--- src/rtl/core/sod_pkg.sv ---
// package: widths, reset values, codes and the score-to-category map
`timescale 1ns / 1ps

package sod_pkg;

  localparam int TICK_BITS_DEF = 32;

  localparam int CHAN_W     = 4;
  localparam int CO2_W      = 16;
  localparam int DUST_W     = 10;
  localparam int AQI_W      = 10;
  localparam int FILT_W     = 7;
  localparam int CAT_W      = 3;
  localparam int CFG_IDX_W  = 4;
  localparam int CFG_DATA_W = 32;

  // channel enable bit positions
  localparam int CH_CO2      = 0;
  localparam int CH_DUST     = 1;
  localparam int CH_CATEGORY = 2;
  localparam int CH_FILTER   = 3;

  // register indexes
  localparam logic [CFG_IDX_W-1:0] REG_CHANNEL_ENABLE      = 4'd0;
  localparam logic [CFG_IDX_W-1:0] REG_CO2_THRESHOLD       = 4'd1;
  localparam logic [CFG_IDX_W-1:0] REG_DUST_THRESHOLD      = 4'd2;
  localparam logic [CFG_IDX_W-1:0] REG_MAX_REPORT_INTERVAL = 4'd3;

  // register reset values
  localparam logic [CHAN_W-1:0]     CHANNEL_ENABLE_RST = 4'hF;
  localparam logic [CO2_W-1:0]      CO2_THRESHOLD_RST  = 16'd10;
  localparam logic [DUST_W-1:0]     DUST_THRESHOLD_RST = 10'd5;
  localparam logic [CFG_DATA_W-1:0] MAX_INTERVAL_RST   = 32'(30 * 60 * 1000);

  // category codes
  localparam logic [CAT_W-1:0] CAT_GOOD          = 3'd0;
  localparam logic [CAT_W-1:0] CAT_MODERATE      = 3'd1;
  localparam logic [CAT_W-1:0] CAT_SLIGHTLY_BAD  = 3'd2;
  localparam logic [CAT_W-1:0] CAT_UNHEALTHY     = 3'd3;
  localparam logic [CAT_W-1:0] CAT_VERY_BAD      = 3'd4;
  localparam logic [CAT_W-1:0] CAT_HAZARDOUS     = 3'd5;

  // upper score bound of each category, inclusive
  localparam logic [AQI_W-1:0] AQI_GOOD_MAX      = 10'd50;
  localparam logic [AQI_W-1:0] AQI_MODERATE_MAX  = 10'd100;
  localparam logic [AQI_W-1:0] AQI_SLIGHTLY_MAX  = 10'd150;
  localparam logic [AQI_W-1:0] AQI_UNHEALTHY_MAX = 10'd200;
  localparam logic [AQI_W-1:0] AQI_VERY_BAD_MAX  = 10'd300;

  typedef struct packed {
    logic [CHAN_W-1:0]     channel_enable;
    logic [CO2_W-1:0]      co2_threshold;
    logic [DUST_W-1:0]     dust_threshold;
    logic [CFG_DATA_W-1:0] max_report_interval;
  } cfg_t;

  typedef struct packed {
    logic [CO2_W-1:0]  co2_ppm;
    logic [DUST_W-1:0] dust_level;
    logic [AQI_W-1:0]  aqi_score;
    logic [FILT_W-1:0] filter_life;
    logic              send_accepted;
  } sample_t;

  typedef struct packed {
    logic              report_co2;
    logic              report_dust;
    logic              report_category;
    logic              report_filter;
    logic [CO2_W-1:0]  co2_out;
    logic [DUST_W-1:0] dust_out;
    logic [CAT_W-1:0]  category_out;
    logic [FILT_W-1:0] filter_out;
    logic              committed;
  } result_t;

  function automatic logic [CAT_W-1:0] score_to_category(input logic [AQI_W-1:0] s);
    logic [CAT_W-1:0] c;
    if (s <= AQI_GOOD_MAX) begin
      c = CAT_GOOD;
    end else if (s <= AQI_MODERATE_MAX) begin
      c = CAT_MODERATE;
    end else if (s <= AQI_SLIGHTLY_MAX) begin
      c = CAT_SLIGHTLY_BAD;
    end else if (s <= AQI_UNHEALTHY_MAX) begin
      c = CAT_UNHEALTHY;
    end else if (s <= AQI_VERY_BAD_MAX) begin
      c = CAT_VERY_BAD;
    end else begin
      c = CAT_HAZARDOUS;
    end
    return c;
  endfunction

endpackage

--- src/rtl/core/sod_if.sv ---
// channel interfaces: sample input, report output, register writes
`timescale 1ns / 1ps

interface sod_in_if #(
  parameter int TICK_BITS = sod_pkg::TICK_BITS_DEF
);
  logic                         valid;
  logic                         ready;
  logic [TICK_BITS-1:0]         now_tick;
  logic [sod_pkg::CO2_W-1:0]    co2_ppm;
  logic [sod_pkg::DUST_W-1:0]   dust_level;
  logic [sod_pkg::AQI_W-1:0]    aqi_score;
  logic [sod_pkg::FILT_W-1:0]   filter_life;
  logic                         send_accepted;

  modport source (
    output valid, now_tick, co2_ppm, dust_level, aqi_score, filter_life, send_accepted,
    input  ready
  );
  modport sink (
    input  valid, now_tick, co2_ppm, dust_level, aqi_score, filter_life, send_accepted,
    output ready
  );
endinterface

interface sod_out_if;
  logic                       valid;
  logic                       ready;
  logic                       report_co2;
  logic                       report_dust;
  logic                       report_category;
  logic                       report_filter;
  logic [sod_pkg::CO2_W-1:0]  co2_out;
  logic [sod_pkg::DUST_W-1:0] dust_out;
  logic [sod_pkg::CAT_W-1:0]  category_out;
  logic [sod_pkg::FILT_W-1:0] filter_out;
  logic                       committed;

  modport source (
    output valid, report_co2, report_dust, report_category, report_filter,
           co2_out, dust_out, category_out, filter_out, committed,
    input  ready
  );
  modport sink (
    input  valid, report_co2, report_dust, report_category, report_filter,
           co2_out, dust_out, category_out, filter_out, committed,
    output ready
  );
endinterface

interface sod_cfg_if;
  logic                           valid;
  logic                           ready;
  logic [sod_pkg::CFG_IDX_W-1:0]  index;
  logic [sod_pkg::CFG_DATA_W-1:0] data;

  modport source (output valid, index, data, input ready);
  modport sink (input valid, index, data, output ready);
endinterface

--- src/rtl/core/sod_cfg_regs.sv ---
// configuration register file
`timescale 1ns / 1ps

module sod_cfg_regs (
  input  logic           clk,
  input  logic           rst,
  sod_cfg_if.sink        cfg,
  output sod_pkg::cfg_t  regs
);

  assign cfg.ready = 1'b1;

  always_ff @(posedge clk) begin
    if (rst) begin
      regs.channel_enable      <= sod_pkg::CHANNEL_ENABLE_RST;
      regs.co2_threshold       <= sod_pkg::CO2_THRESHOLD_RST;
      regs.dust_threshold      <= sod_pkg::DUST_THRESHOLD_RST;
      regs.max_report_interval <= sod_pkg::MAX_INTERVAL_RST;
    end else if (cfg.valid) begin
      case (cfg.index)
        sod_pkg::REG_CHANNEL_ENABLE: begin
          regs.channel_enable <= cfg.data[sod_pkg::CHAN_W-1:0];
        end
        sod_pkg::REG_CO2_THRESHOLD: begin
          regs.co2_threshold <= cfg.data[sod_pkg::CO2_W-1:0];
        end
        sod_pkg::REG_DUST_THRESHOLD: begin
          regs.dust_threshold <= cfg.data[sod_pkg::DUST_W-1:0];
        end
        sod_pkg::REG_MAX_REPORT_INTERVAL: begin
          regs.max_report_interval <= cfg.data;
        end
        default: begin
          // unknown index, write dropped
        end
      endcase
    end
  end

endmodule

--- src/rtl/core/sod_decide.sv ---
// report decision and last-reported state
`timescale 1ns / 1ps

module sod_decide #(
  parameter int TICK_BITS = sod_pkg::TICK_BITS_DEF
) (
  input  logic                 clk,
  input  logic                 rst,
  input  sod_pkg::cfg_t        regs,
  input  logic [TICK_BITS-1:0] now_tick,
  input  sod_pkg::sample_t     sample,
  input  logic                 update,
  output sod_pkg::result_t     res
);

  localparam int CMP_W = (TICK_BITS > sod_pkg::CFG_DATA_W) ? TICK_BITS : sod_pkg::CFG_DATA_W;

  logic                         has_reported;
  logic [sod_pkg::CO2_W-1:0]    last_co2;
  logic [sod_pkg::DUST_W-1:0]   last_dust;
  logic [sod_pkg::FILT_W-1:0]   last_filter;
  logic [sod_pkg::CAT_W-1:0]    last_category;
  logic                         category_known;
  logic [TICK_BITS-1:0]         last_report_time;

  logic [TICK_BITS-1:0]         elapsed;
  logic                         force_all;
  logic [sod_pkg::CO2_W-1:0]    co2_diff;
  logic [sod_pkg::DUST_W-1:0]   dust_diff;
  logic [sod_pkg::CAT_W-1:0]    cat;
  logic                         s_co2, s_dust, s_cat, s_filt, commit;

  always_comb begin
    elapsed   = now_tick - last_report_time;
    force_all = !has_reported ||
                (CMP_W'(elapsed) >= CMP_W'(regs.max_report_interval));
    co2_diff  = (sample.co2_ppm >= last_co2) ? sample.co2_ppm - last_co2
                                              : last_co2 - sample.co2_ppm;
    dust_diff = (sample.dust_level >= last_dust) ? sample.dust_level - last_dust
                                                 : last_dust - sample.dust_level;
    cat       = sod_pkg::score_to_category(sample.aqi_score);

    s_co2  = regs.channel_enable[sod_pkg::CH_CO2] &&
             (force_all || co2_diff >= regs.co2_threshold);
    s_dust = regs.channel_enable[sod_pkg::CH_DUST] &&
             (force_all || dust_diff >= regs.dust_threshold);
    // category rides along with co2 or dust
    s_cat  = regs.channel_enable[sod_pkg::CH_CATEGORY] &&
             (force_all || s_co2 || s_dust || !category_known || cat != last_category);
    s_filt = regs.channel_enable[sod_pkg::CH_FILTER] &&
             (force_all || sample.filter_life != last_filter);
    commit = sample.send_accepted && (s_co2 || s_dust || s_cat || s_filt);

    res.report_co2      = s_co2;
    res.report_dust     = s_dust;
    res.report_category = s_cat;
    res.report_filter   = s_filt;
    res.co2_out         = s_co2  ? sample.co2_ppm     : '0;
    res.dust_out        = s_dust ? sample.dust_level  : '0;
    res.category_out    = s_cat  ? cat                : '0;
    res.filter_out      = s_filt ? sample.filter_life : '0;
    res.committed       = commit;
  end

  always_ff @(posedge clk) begin
    if (rst) begin
      has_reported     <= 1'b0;
      last_co2         <= '0;
      last_dust        <= '0;
      last_filter      <= '0;
      last_category    <= sod_pkg::CAT_GOOD;
      category_known   <= 1'b0;
      last_report_time <= '0;
    end else if (update && commit) begin
      if (s_co2) last_co2 <= sample.co2_ppm;
      if (s_dust) last_dust <= sample.dust_level;
      if (s_filt) last_filter <= sample.filter_life;
      if (s_cat) begin
        last_category  <= cat;
        category_known <= 1'b1;
      end
      has_reported     <= 1'b1;
      last_report_time <= now_tick;
    end
  end

endmodule

--- src/rtl/core/sensor_send_on_delta_reporter_core.sv ---
// send-on-delta reporter top level: input register, decision, result register
//
//   channel  dir  carries
//   sample   in   now_tick, co2_ppm, dust_level, aqi_score, filter_life, send_accepted
//   report   out  four channel flags, four values, committed
//   cfg      in   register index and write data, always ready
//
// one sample per cycle sustained while report is not stalled; a transferred sample
// goes into the input register, then the result register, until the report transfers.
// state is read and updated in the decision stage, so each sample sees the
// commit of the one before it. rst (synchronous) clears valid flags, config and state.
// a stalled report holds the result register; the input register still takes one
// sample while it is empty, then sample ready drops until the result register moves.
`timescale 1ns / 1ps

module sensor_send_on_delta_reporter_core #(
  parameter int TICK_BITS = sod_pkg::TICK_BITS_DEF
) (
  input  logic       clk,
  input  logic       rst,
  sod_in_if.sink     sample,
  sod_out_if.source  report,
  sod_cfg_if.sink    cfg
);

  sod_pkg::cfg_t        regs;
  logic                 s1_valid;
  logic [TICK_BITS-1:0] s1_tick;
  sod_pkg::sample_t     s1_sample;
  sod_pkg::result_t     dec_res;
  sod_pkg::result_t     out_res;
  logic                 out_valid;
  logic                 out_load;
  logic                 s1_move;

  sod_cfg_regs u_cfg_regs (
    .clk  (clk),
    .rst  (rst),
    .cfg  (cfg),
    .regs (regs)
  );

  sod_decide #(.TICK_BITS(TICK_BITS)) u_decide (
    .clk      (clk),
    .rst      (rst),
    .regs     (regs),
    .now_tick (s1_tick),
    .sample   (s1_sample),
    .update   (s1_move),
    .res      (dec_res)
  );

  assign out_load     = !out_valid || report.ready;
  assign s1_move      = s1_valid && out_load;
  assign sample.ready = !s1_valid || out_load;

  always_ff @(posedge clk) begin
    if (rst) begin
      s1_valid <= 1'b0;
    end else if (sample.ready) begin
      s1_valid <= sample.valid;
    end
  end

  always_ff @(posedge clk) begin
    if (sample.valid && sample.ready) begin
      s1_tick                 <= sample.now_tick;
      s1_sample.co2_ppm       <= sample.co2_ppm;
      s1_sample.dust_level    <= sample.dust_level;
      s1_sample.aqi_score     <= sample.aqi_score;
      s1_sample.filter_life   <= sample.filter_life;
      s1_sample.send_accepted <= sample.send_accepted;
    end
  end

  always_ff @(posedge clk) begin
    if (rst) begin
      out_valid <= 1'b0;
    end else if (out_load) begin
      out_valid <= s1_valid;
    end
  end

  always_ff @(posedge clk) begin
    if (s1_move) begin
      out_res <= dec_res;
    end
  end

  assign report.valid           = out_valid;
  assign report.report_co2      = out_res.report_co2;
  assign report.report_dust     = out_res.report_dust;
  assign report.report_category = out_res.report_category;
  assign report.report_filter   = out_res.report_filter;
  assign report.co2_out         = out_res.co2_out;
  assign report.dust_out        = out_res.dust_out;
  assign report.category_out    = out_res.category_out;
  assign report.filter_out      = out_res.filter_out;
  assign report.committed       = out_res.committed;

endmodule

--- src/flat_wrapper.sv ---
// flat-port wrapper written by rule: the top's interface ports become plain ports
module sensor_send_on_delta_reporter_core_flat 
#(
  parameter int TICK_BITS = sod_pkg::TICK_BITS_DEF
)
  (clk, rst, sample_valid, sample_now_tick, sample_co2_ppm, sample_dust_level, sample_aqi_score, sample_filter_life, sample_send_accepted, sample_ready, report_valid, report_report_co2, report_report_dust, report_report_category, report_report_filter, report_co2_out, report_dust_out, report_category_out, report_filter_out, report_committed, report_ready, cfg_valid, cfg_index, cfg_data, cfg_ready);
  sod_in_if #(.TICK_BITS(TICK_BITS)) sample_i ();
  sod_out_if report_i ();
  sod_cfg_if cfg_i ();
  input  logic clk;
  input  logic rst;
  input wire logic [$bits(sample_i.valid)-1:0] sample_valid;
  input wire logic [$bits(sample_i.now_tick)-1:0] sample_now_tick;
  input wire logic [$bits(sample_i.co2_ppm)-1:0] sample_co2_ppm;
  input wire logic [$bits(sample_i.dust_level)-1:0] sample_dust_level;
  input wire logic [$bits(sample_i.aqi_score)-1:0] sample_aqi_score;
  input wire logic [$bits(sample_i.filter_life)-1:0] sample_filter_life;
  input wire logic [$bits(sample_i.send_accepted)-1:0] sample_send_accepted;
  output wire logic [$bits(sample_i.ready)-1:0] sample_ready;
  output wire logic [$bits(report_i.valid)-1:0] report_valid;
  output wire logic [$bits(report_i.report_co2)-1:0] report_report_co2;
  output wire logic [$bits(report_i.report_dust)-1:0] report_report_dust;
  output wire logic [$bits(report_i.report_category)-1:0] report_report_category;
  output wire logic [$bits(report_i.report_filter)-1:0] report_report_filter;
  output wire logic [$bits(report_i.co2_out)-1:0] report_co2_out;
  output wire logic [$bits(report_i.dust_out)-1:0] report_dust_out;
  output wire logic [$bits(report_i.category_out)-1:0] report_category_out;
  output wire logic [$bits(report_i.filter_out)-1:0] report_filter_out;
  output wire logic [$bits(report_i.committed)-1:0] report_committed;
  input wire logic [$bits(report_i.ready)-1:0] report_ready;
  input wire logic [$bits(cfg_i.valid)-1:0] cfg_valid;
  input wire logic [$bits(cfg_i.index)-1:0] cfg_index;
  input wire logic [$bits(cfg_i.data)-1:0] cfg_data;
  output wire logic [$bits(cfg_i.ready)-1:0] cfg_ready;
  assign sample_i.valid = sample_valid;
  assign sample_i.now_tick = sample_now_tick;
  assign sample_i.co2_ppm = sample_co2_ppm;
  assign sample_i.dust_level = sample_dust_level;
  assign sample_i.aqi_score = sample_aqi_score;
  assign sample_i.filter_life = sample_filter_life;
  assign sample_i.send_accepted = sample_send_accepted;
  assign sample_ready = sample_i.ready;
  assign report_valid = report_i.valid;
  assign report_report_co2 = report_i.report_co2;
  assign report_report_dust = report_i.report_dust;
  assign report_report_category = report_i.report_category;
  assign report_report_filter = report_i.report_filter;
  assign report_co2_out = report_i.co2_out;
  assign report_dust_out = report_i.dust_out;
  assign report_category_out = report_i.category_out;
  assign report_filter_out = report_i.filter_out;
  assign report_committed = report_i.committed;
  assign report_i.ready = report_ready;
  assign cfg_i.valid = cfg_valid;
  assign cfg_i.index = cfg_index;
  assign cfg_i.data = cfg_data;
  assign cfg_ready = cfg_i.ready;
  sensor_send_on_delta_reporter_core #(.TICK_BITS(TICK_BITS)) u_core (.clk(clk), .rst(rst), .sample(sample_i), .report(report_i), .cfg(cfg_i));
endmodule
--- config.mk ---
export PLATFORM = sky130hd
export DESIGN_NAME = sensor_send_on_delta_reporter_core_flat
export DESIGN_NICKNAME = d
export VERILOG_FILES = /design/src/rtl/core/sod_pkg.sv /design/src/rtl/core/sod_if.sv /design/src/rtl/core/sod_cfg_regs.sv /design/src/rtl/core/sod_decide.sv /design/src/rtl/core/sensor_send_on_delta_reporter_core.sv /design/src/flat_wrapper.sv
export SDC_FILE = /design/constraint.sdc
export NUM_CORES = 1
export LEC_CHECK = 0
export BUFFER_PORTS_ARGS = -buffer_cell sky130_fd_sc_hd__clkbuf_2
export CAP_MARGIN = 20
export CORE_MARGIN = 10
export CORE_UTILIZATION = 55
export CTS_BUF_LIST = sky130_fd_sc_hd__clkbuf_2
export DETAILED_ROUTE_END_ITERATION = 7
export PLACE_DENSITY = 0.76
export SYNTH_ARGS = -nofsm -noshare
export SYNTH_HDL_FRONTEND = slang
export SYNTH_SLANG_ARGS = --single-unit
--- constraint.sdc ---
create_clock -name clk -period 12.8 [get_ports clk]
set_input_delay 3.2 -clock clk [delete_from_list [all_inputs] [get_ports clk]]
set_output_delay 3.2 -clock clk [all_outputs]
set_load 0.1 [all_outputs]
==> metrics.md, run 1 <==
| Metric | Value |
|---|---|
| Status | completed |
| DRC viols | 0 |
| Post-Synthesis Net Count | 1749 |
| EDFF count, synth | 117 |
| CTS buffer count | 68 |
| Synth Register Bits | 251 |
| CTS Root Cell | clkbuf_2 |
| Post-synthesis compound-gate area fraction | 15.0% |
| Post-CTS Resized | 0 |
| Routed WL | 32.0 mm |
| Leak | 6.96 nW |
| Setup_tns | 0 ps |
| Total GRT Usage | 19.3% |
| Layout cells sized above 1 | 17.0% |
| Crit path launch type | flop |
| Final setup violating endpoints | 0 |
| Pin count of the biggest net entering global routing | 97 |
| Die Wd | 181 µm |
| Core Box Area | 25400 µm² |
| Vias in the first global route | 11300 |
| HP Start | u_core.u_cfg_regs.regs[27] |
| Buffers on Ports | 159 |
| Post-Syn Area | 14300 µm² |
| Antenna Nets Post-Route | 0 |
| Placed wire-length estimate | 23.2 mm |
| Synthesized netlist cell count | 1488 |
| CP Cell Sequence | inv_1, ha_1, inv_1, fa_1, a211o_1, a21oi_1, o211ai_1, a21oi_1, a21oi_1, o41ai_1, o21ai_0, a311oi_1, a21oi_1, ha_1, nand4_1, nor4_1, a221o_1, or4_4, a31oi_4, a31oi_1, o41a_2, mux2i_1, nor2_1 |
| CTS max path bufs | 3 |
| Hold Crit Class | flop to flop |
| H-tree Lvls | 3 |
| Detailed Routing Iterations Pass 1 | 7 |
| Post-synthesis simple-gate area fraction | 13.3% |
| Maximum fanout along the worst path | 33 |
| DR vias/cell | 5.38 |
| WP buf/inv | 2 |
| Wirelength per Cell | 15.6 µm |
| GR Overflow Total | 0 |
| Delay-heaviest family, CP | compound AO/OA/AOI/OAI gates |
| Routability cong. | 0.867 |
| Final hold vios | 0 |
| Clock Skew | 39.4 ps |
| F_max | 136 MHz |
| Max transition margin | 26.0% |
| Largest family of logic cells by synthesized area | compound AO/OA/AOI/OAI gates |
| TritonCTS clock tree | yes |
| Fillers | 2205 |
| Post-Layout Cell Count | 2056 |
| Placed cells | 1927 |
| DR iter-0 viols | 623 |
| Worst setup path startpoint | u_core.s1_tick[0] |
| Final worst path period need | 7340 ps |
| CP Class | flop to flop |
| Overall power | 0.00186 W |
| Crit path DAT | 7980 ps |
| Multiplexer area fraction after synthesis | 6.06% |
| FF-to-FF Start | u_core.s1_tick[0] |
| Mean post-synth cell area | 9.60 µm² |
| Clock slew at reported path FFs | 100 ps |
| Initial antenna violation count | 5 |
| Synth cell types | 73 |
| Post-synthesis sequential area ratio | 43.4% |
| Max-Cap Viols | 0 |
| Critical Path End Type | flop |
| Initial core utilization | 56.2% |
| Most used cell, CP | a21oi_1 |
| Clk_lat worst skew | 810 ps |
| Worst-Margin Slew | 1110 ps |
| Top_reg_cell synth | dfxtp_1 |
| Unrepaired setup endpoints after global routing | false |
| Die Area | 32800 µm² |
| Synth area leader | edfxtp_1 |
| Fin nets | 1930 |
| Slowest stage delay, CP | 970 ps |
| Post-Synth XOR/XNOR Area | 3.37% |
| Area Overhead vs Synth | 12.0% |
| Power density over the cells | 116 nW/µm² |
| Row count | 58 |
| Synth Area in Adders | 12.9% |
| Via Count | 11100 |
| Async S/R FF share, synth | 0% |
| Hold Buf Count CTS | 0 |
| Period Utilization, post-route | 57.3% |
| Worst path slowest cell | o41a_2 |
| I/O pin count | 161 |
| YS warnings | 0 |
| Share of the synthesized area in the top cell type | 24.6% |
| Ranking of synthesized cells by area | edfxtp_1 25%, dfxtp_1 19%, ha_1 12% |
| Fin. max-slew vios | 0 |
| First-pass GRT wire length | 53.8 mm |
| Worst vdd ir | 0.0000778 V |
| Postcts setup bufs | 0 |
| Clock net sink count | 251 |
| CP required | 13450 ps |
| Die H | 181 µm |
==> cell usage in the layout, fill, tap and decap left out, drive strengths merged, types with 5 or more instances in the layout <==
cell / synthesis / routed
nand2: 108 / 108
nand2b: 13 / 13
o21ai: 38 / 38
ha: 139 / 139
a211o: 6 / 6
xor2: 25 / 25
clkinv: 1 / 21
nand4: 22 / 22
a211oi: 6 / 6
edfxtp: 117 / 117
buf: 7 / 10
diode: 0 / 5
and2: 42 / 42
a31oi: 12 / 12
clkbuf: 50 / 256
o21a: 9 / 9
fa: 5 / 5
mux2i: 82 / 82
nand3: 26 / 26
inv: 159 / 160
nor2b: 18 / 18
a2111oi: 6 / 6
xnor2: 30 / 30
or2: 5 / 5
and3: 8 / 8
a21o: 51 / 51
o211ai: 22 / 22
dfxtp: 134 / 134
nor2: 125 / 125
nor3: 11 / 11
a21oi: 150 / 150
==> layout make-up <==
cell class,instances,area [µm²],area share [%]
timing repair buffer,168,886,5.54
multi-input combinational,1020,7250,45.3
antenna,5,12.5,0.0782
clock buffer,98,490,3.07
tap,330,413,2.58
sequential,251,6200,38.7
inverter,160,601,3.75
clock inverter,24,149,0.931
==> stage by stage <==
step	hold slack [ps]	setup slack [ps]	utilization (%)	instance area, µm²
3_3_place_gp	443	5530	60.3	15300
6_report	463	5460	63.0	16000
2_1_floorplan	436	5620	-	14300
3_5_place_dp	446	5470	60.3	15300
4_1_cts	461	5420	62.8	16000
5_1_grt	481	4690	63.0	16000
==> routing by layer <==
layer / track usage [%] / vias up / routed length (µm)
li1: - / 5610 / -
met1: 23.6 / 5147 / 14400
met2: 32.2 / 251 / 15200
met3: 4.90 / 59 / 1790
met4: 7.00 / 0 / 708
met5: 0 / - / 0
==> cells by family (layout without fill, tap and decap cells) <==
| kind of cell | Yosys count | after routing |
|---|---|---|
| adder cells (fa/ha/maj) | 144 | 144 |
| AO/OA/AOI/OAI | 336 | 336 |
| multiplexers | 86 | 86 |
| flip-flops | 251 | 251 |
| AND/OR/NAND/NOR | 398 | 398 |
| XOR/XNOR | 55 | 55 |
| buffers and inverters | 217 | 450 |
| other | 1 | 6 |
==> report_power, final <==
part           leakage, nW  internal [W]  switching [W]  total [W]
sequential            2.20      0.000875      0.0000204   0.000895
clock                0.476      0.000246       0.000330   0.000577
combinational         4.28      0.000155       0.000237   0.000392
total                 6.96       0.00128       0.000588    0.00186
==> registers in the layout, indices dropped and copies added (netlist names) <==
name,cells
u_core.u_decide.category_known,1
u_core.u_decide.last_filter,7
u_core.report.report_filter,1
u_core.report.committed,1
u_core.report.co2_out,16
u_core.u_decide.last_report_time,32
u_core.u_decide.has_reported,1
u_core.s1_tick,32
u_core.u_cfg_regs.regs,62
u_core.report.category_out,3
u_core.report.report_co2,1
u_core.report.report_category,1
u_core.report.filter_out,7
u_core.s1_valid,1
u_core.s1_sample,44
u_core.report.dust_out,10
u_core.u_decide.last_category,3
u_core.u_decide.last_co2,16
u_core.u_decide.last_dust,10
u_core.report.report_dust,1
u_core.report.valid,1
==> cell usage after synthesis, drive strengths merged (18+ instances only) <==
cell type	count
nor2b	18
nand2	108
mux2i	82
o21ai	38
nand4	22
nand3	26
a21oi	150
a21o	51
and2	42
o211ai	22
xor2	25
ha	139
xnor2	30
edfxtp	117
inv	159
clkbuf	50
nor2	125
dfxtp	134
==> path summary, 6_finish.rpt <==
check                                    endpoint  slack (ps)  depth (start not counted)
min                    u_core.u_cfg_regs.regs[27]         460                          2
max reg2reg  u_core.u_decide.last_report_time[31]        5460                         23
max          u_core.u_decide.last_report_time[31]        5460                         23
min reg2reg            u_core.u_cfg_regs.regs[27]         460                          2
==> worst min-delay path, stage by stage, from the launching register on <==
cell and delay (ps):
dfxtp_1 320, nand2_1 50, a21oi_1 50
Note: power is estimated with default switching activity, not from simulation.
==> run 2, diff against run 1 <==
ABC_AREA = 1   (was default)
clock period = 7.55 ns   (was 12.8 ns; I/O delays follow)
==> metrics.md, run 2 <==
| Metric | Value |
|---|---|
| Status | completed (unchanged) |
| Placement Setup Slack | 1860 ps (was 5470 ps) |
| Crit path DAT | 6440 ps (was 7980 ps) |
| Post-synthesis compound-gate area fraction | 16.2% (was 15.0%) |
| Vias in the first global route | 12200 (was 11300) |
| Synth top cells by count | 309 x inv_1, 284 x nand2_1, 218 x a21oi_1, 145 x nor2_1, 139 x ha_1 (was 159 x inv_1, 150 x a21oi_1, 139 x ha_1, 134 x dfxtp_1, 125 x nor2_1) |
| EDFF count, synth | 117 (unchanged) |
| Post-CTS Resized | 0 (unchanged) |
| Pin count of the biggest net entering global routing | 71 (was 97) |
| Core Box Area | 26100 µm² (was 25400 µm²) |
| Synth Register Bits | 251 (unchanged) |
| Post-Synthesis Net Count | 2036 (was 1749) |
| Slowest stage delay, CP | 750 ps (was 970 ps) |
| Share of the synthesized area in the top cell type | 24.1% (was 24.6%) |
| Via Count | 12300 (was 11100) |
| CTS buffer count | 68 (unchanged) |
| Mean post-synth cell area | 8.21 µm² (was 9.60 µm²) |
| GR Overflow Total | 0 (unchanged) |
| Layout cells sized above 1 | 14.8% (was 17.0%) |
| Worst-Margin Slew | 1040 ps (was 1110 ps) |
| Final setup violating endpoints | 0 (unchanged) |
| F_max | 173 MHz (was 136 MHz) |
| Total GRT Usage | 21.3% (was 19.3%) |
| Die Wd | 183 µm (was 181 µm) |
| Instance area at placement | 15600 µm² (was 15300 µm²) |
| Multiplexer area fraction after synthesis | 0.507% (was 6.06%) |
| Clock net sink count | 251 (unchanged) |
| Die Area | 33400 µm² (was 32800 µm²) |
| Final Util | 62.6% (was 63.0%) |
| Placed wire-length estimate | 27.8 mm (was 23.2 mm) |
| FF-to-FF Start | u_core.s1_sample[23] (was u_core.s1_tick[0]) |
| Max reg flops | 62 (unchanged) |
| YS warnings | 0 (unchanged) |
| Clock Skew | 94.3 ps (was 39.4 ps) |
| Routed WL | 36.6 mm (was 32.0 mm) |
| Commonest non-fill, non-tap cell in the layout | inv_1 (was clkbuf_2) |
| First-pass GRT wire length | 58.7 mm (was 53.8 mm) |
| Post-synthesis sequential area ratio | 42.5% (was 43.4%) |
| CP required | 8220 ps (was 13450 ps) |
| Antenna Nets Post-Route | 0 (unchanged) |
| Area Overhead vs Synth | 11.9% (was 12.0%) |
| Power density over the cells | 208 nW/µm² (was 116 nW/µm²) |
| DRC viols | 0 (unchanged) |
| Clk_lat worst skew | 860 ps (was 810 ps) |
| Worst vdd ir | 0.000145 V (was 0.0000778 V) |
| Ranking of synthesized cells by area | edfxtp_1 24%, dfxtp_1 18%, ha_1 12% (was edfxtp_1 25%, dfxtp_1 19%, ha_1 12%) |
| Routability cong. | 0.912 (was 0.867) |
| Placed cells | 2229 (was 1927) |
| Leak | 7.52 nW (was 6.96 nW) |
| CP Class | flop to flop (unchanged) |
| H-tree Lvls | 3 (unchanged) |
| Worst setup path startpoint | u_core.s1_sample[23] (was u_core.s1_tick[0]) |
| Unrepaired setup endpoints after global routing | false (unchanged) |
| Hold Buf Count CTS | 0 (unchanged) |
| Postcts setup bufs | 0 (unchanged) |
| Hold Crit Class | flop to flop (unchanged) |
| Post-Layout Inst Area | 16300 µm² (was 16000 µm²) |
| Fillers | 2367 (was 2205) |
| Fin. max-slew vios | 0 (unchanged) |
| Async S/R FF share, synth | 0% (unchanged) |
| Detailed Routing Iterations Pass 1 | 5 (was 7) |
| Register with the most flip-flops | u_core.u_cfg_regs.regs (unchanged) |
| Post-synthesis simple-gate area fraction | 15.1% (was 13.3%) |
| Max transition margin | 30.7% (was 26.0%) |
| TritonCTS clock tree | yes (unchanged) |
| Die H | 183 µm (was 181 µm) |
| Largest family of logic cells by synthesized area | compound AO/OA/AOI/OAI gates (unchanged) |
| WP buf/inv | 2 (unchanged) |
| DR vias/cell | 5.20 (was 5.38) |
| Post-Layout Cell Count | 2357 (was 2056) |
| Initial core utilization | 55.9% (was 56.2%) |
| Post-Syn Area | 14600 µm² (was 14300 µm²) |
| Fin nets | 2225 (was 1930) |
| CTS max path bufs | 3 (unchanged) |
| Maximum fanout along the worst path | 20 (was 33) |
| Worst path slowest cell | nand4_1 (was o41a_2) |
| Period Utilization, post-route | 76.5% (was 57.3%) |
| Buffers on Ports | 159 (unchanged) |
| Setup ws final | 1780 ps (was 5460 ps) |
| Wirelength per Cell | 15.5 µm (was 15.6 µm) |
| Cell with the most instances after synthesis | inv_1 (unchanged) |
| DR iter-0 viols | 692 (was 623) |
| Synth cell types | 47 (was 73) |
| Largest regs | u_core.u_cfg_regs.regs x62, u_core.s1_sample x44 (unchanged) |
| HP Start | u_core.u_decide.last_filter[2] (was u_core.u_cfg_regs.regs[27]) |
| Clock slew at reported path FFs | 100 ps (about the same) |
| CTS Root Cell | clkbuf_2 (unchanged) |
| Top_reg_cell synth | dfxtp_1 (unchanged) |
| Critical Path End Type | flop (unchanged) |
| Synth Area in Adders | 12.6% (was 12.9%) |
| Commonest cells after routing, fill and taps aside | 308 x inv_1, 284 x nand2_1, 261 x clkbuf_2 (was 256 x clkbuf_2, 159 x inv_1, 150 x a21oi_1) |
| Synth area leader | edfxtp_1 (unchanged) |
| Setup_tns | 0 ps (unchanged) |
| Final worst path period need | 5770 ps (was 7340 ps) |
| Final hold vios | 0 (unchanged) |
| Synthesized netlist cell count | 1775 (was 1488) |
| I/O pin count | 161 (unchanged) |
| Row count | 59 (was 58) |
| Delay-heaviest family, CP | simple AND/OR/NAND/NOR gates (was compound AO/OA/AOI/OAI gates) |
| Max-Cap Viols | 0 (unchanged) |
| Initial antenna violation count | 6 (was 5) |
| Post-Synth XOR/XNOR Area | 3.37% (about the same) |
| Crit path launch type | flop (unchanged) |
-- run 2: cell types whose count changed in the layout (fill, tap and decap cells not counted), moves of 21 or more --
cell	delta
and2_1	-40
inv_1	+149
o21ai_0	+86
nand3_1	+39
nand2_1	+176
a21o_1	-45
o21bai_1	+25
nor2_1	+21
mux2i_1	-78
a21oi_1	+67
-- run 2: metal layers --
metal  vias up  track usage, %  part of all wire [%]
li1       6286               -                     -
met3        95            3.82                   4.3
met5         -               0                     0
met1      5600            25.2                    44
met4         0            10.2                   3.6
met2       279            36.5                    48
-- run 2: layout make-up --
type / instances / area (µm²) / area share (%)
multi-input combinational: 1167 / 6990 / 42.9
tap: 335 / 419 / 2.57
clock inverter: 20 / 163 / 0.998
sequential: 251 / 6200 / 38.0
clock buffer: 102 / 510 / 3.13
timing repair buffer: 165 / 841 / 5.16
inverter: 311 / 1170 / 7.17
antenna: 6 / 15.0 / 0.0921
-- run 2: worst paths after layout --
| kind | end | slack (ps) | cells past startpoint |
|---|---|---|---|
| max reg2reg | u_core.u_decide.last_dust[2] | 1780 | 25 |
| min reg2reg | u_core.u_decide.last_filter[2] | 460 | 2 |
| min | u_core.u_decide.last_filter[2] | 460 | 2 |
| max | u_core.u_decide.last_dust[2] | 1780 | 25 |
-- run 2: metrics by stage --
stage               power (W)  hold slack (ps)
floorplan             0.00217              430
global placement      0.00236              441
detailed placement    0.00237              444
CTS                   0.00342              467
global route          0.00360              483
finish                0.00338              465
-- run 2: report_power, final --
part	switching, W	internal (W)
registers	0.0000348	0.00149
logic	0.000537	0.000284
clock network	0.000575	0.000463
total	0.00115	0.00224
-- run 2: logic make-up after synthesis --
| kind of cell | count (synthesis) |
|---|---|
| and+or+nand+nor | 534 |
| AOI/OAI and AO/OA | 425 |
| buffers and inverters | 357 |
| DFF | 251 |
| adders and majority gates | 144 |
| xor gates and xnor gates | 56 |
| muxes | 7 |
| other | 1 |
-- run 2: worst min-delay path, stage by stage (launching register included) --
cell and delay (ps):
dfxtp_1 330, inv_1 50, a21oi_1 50
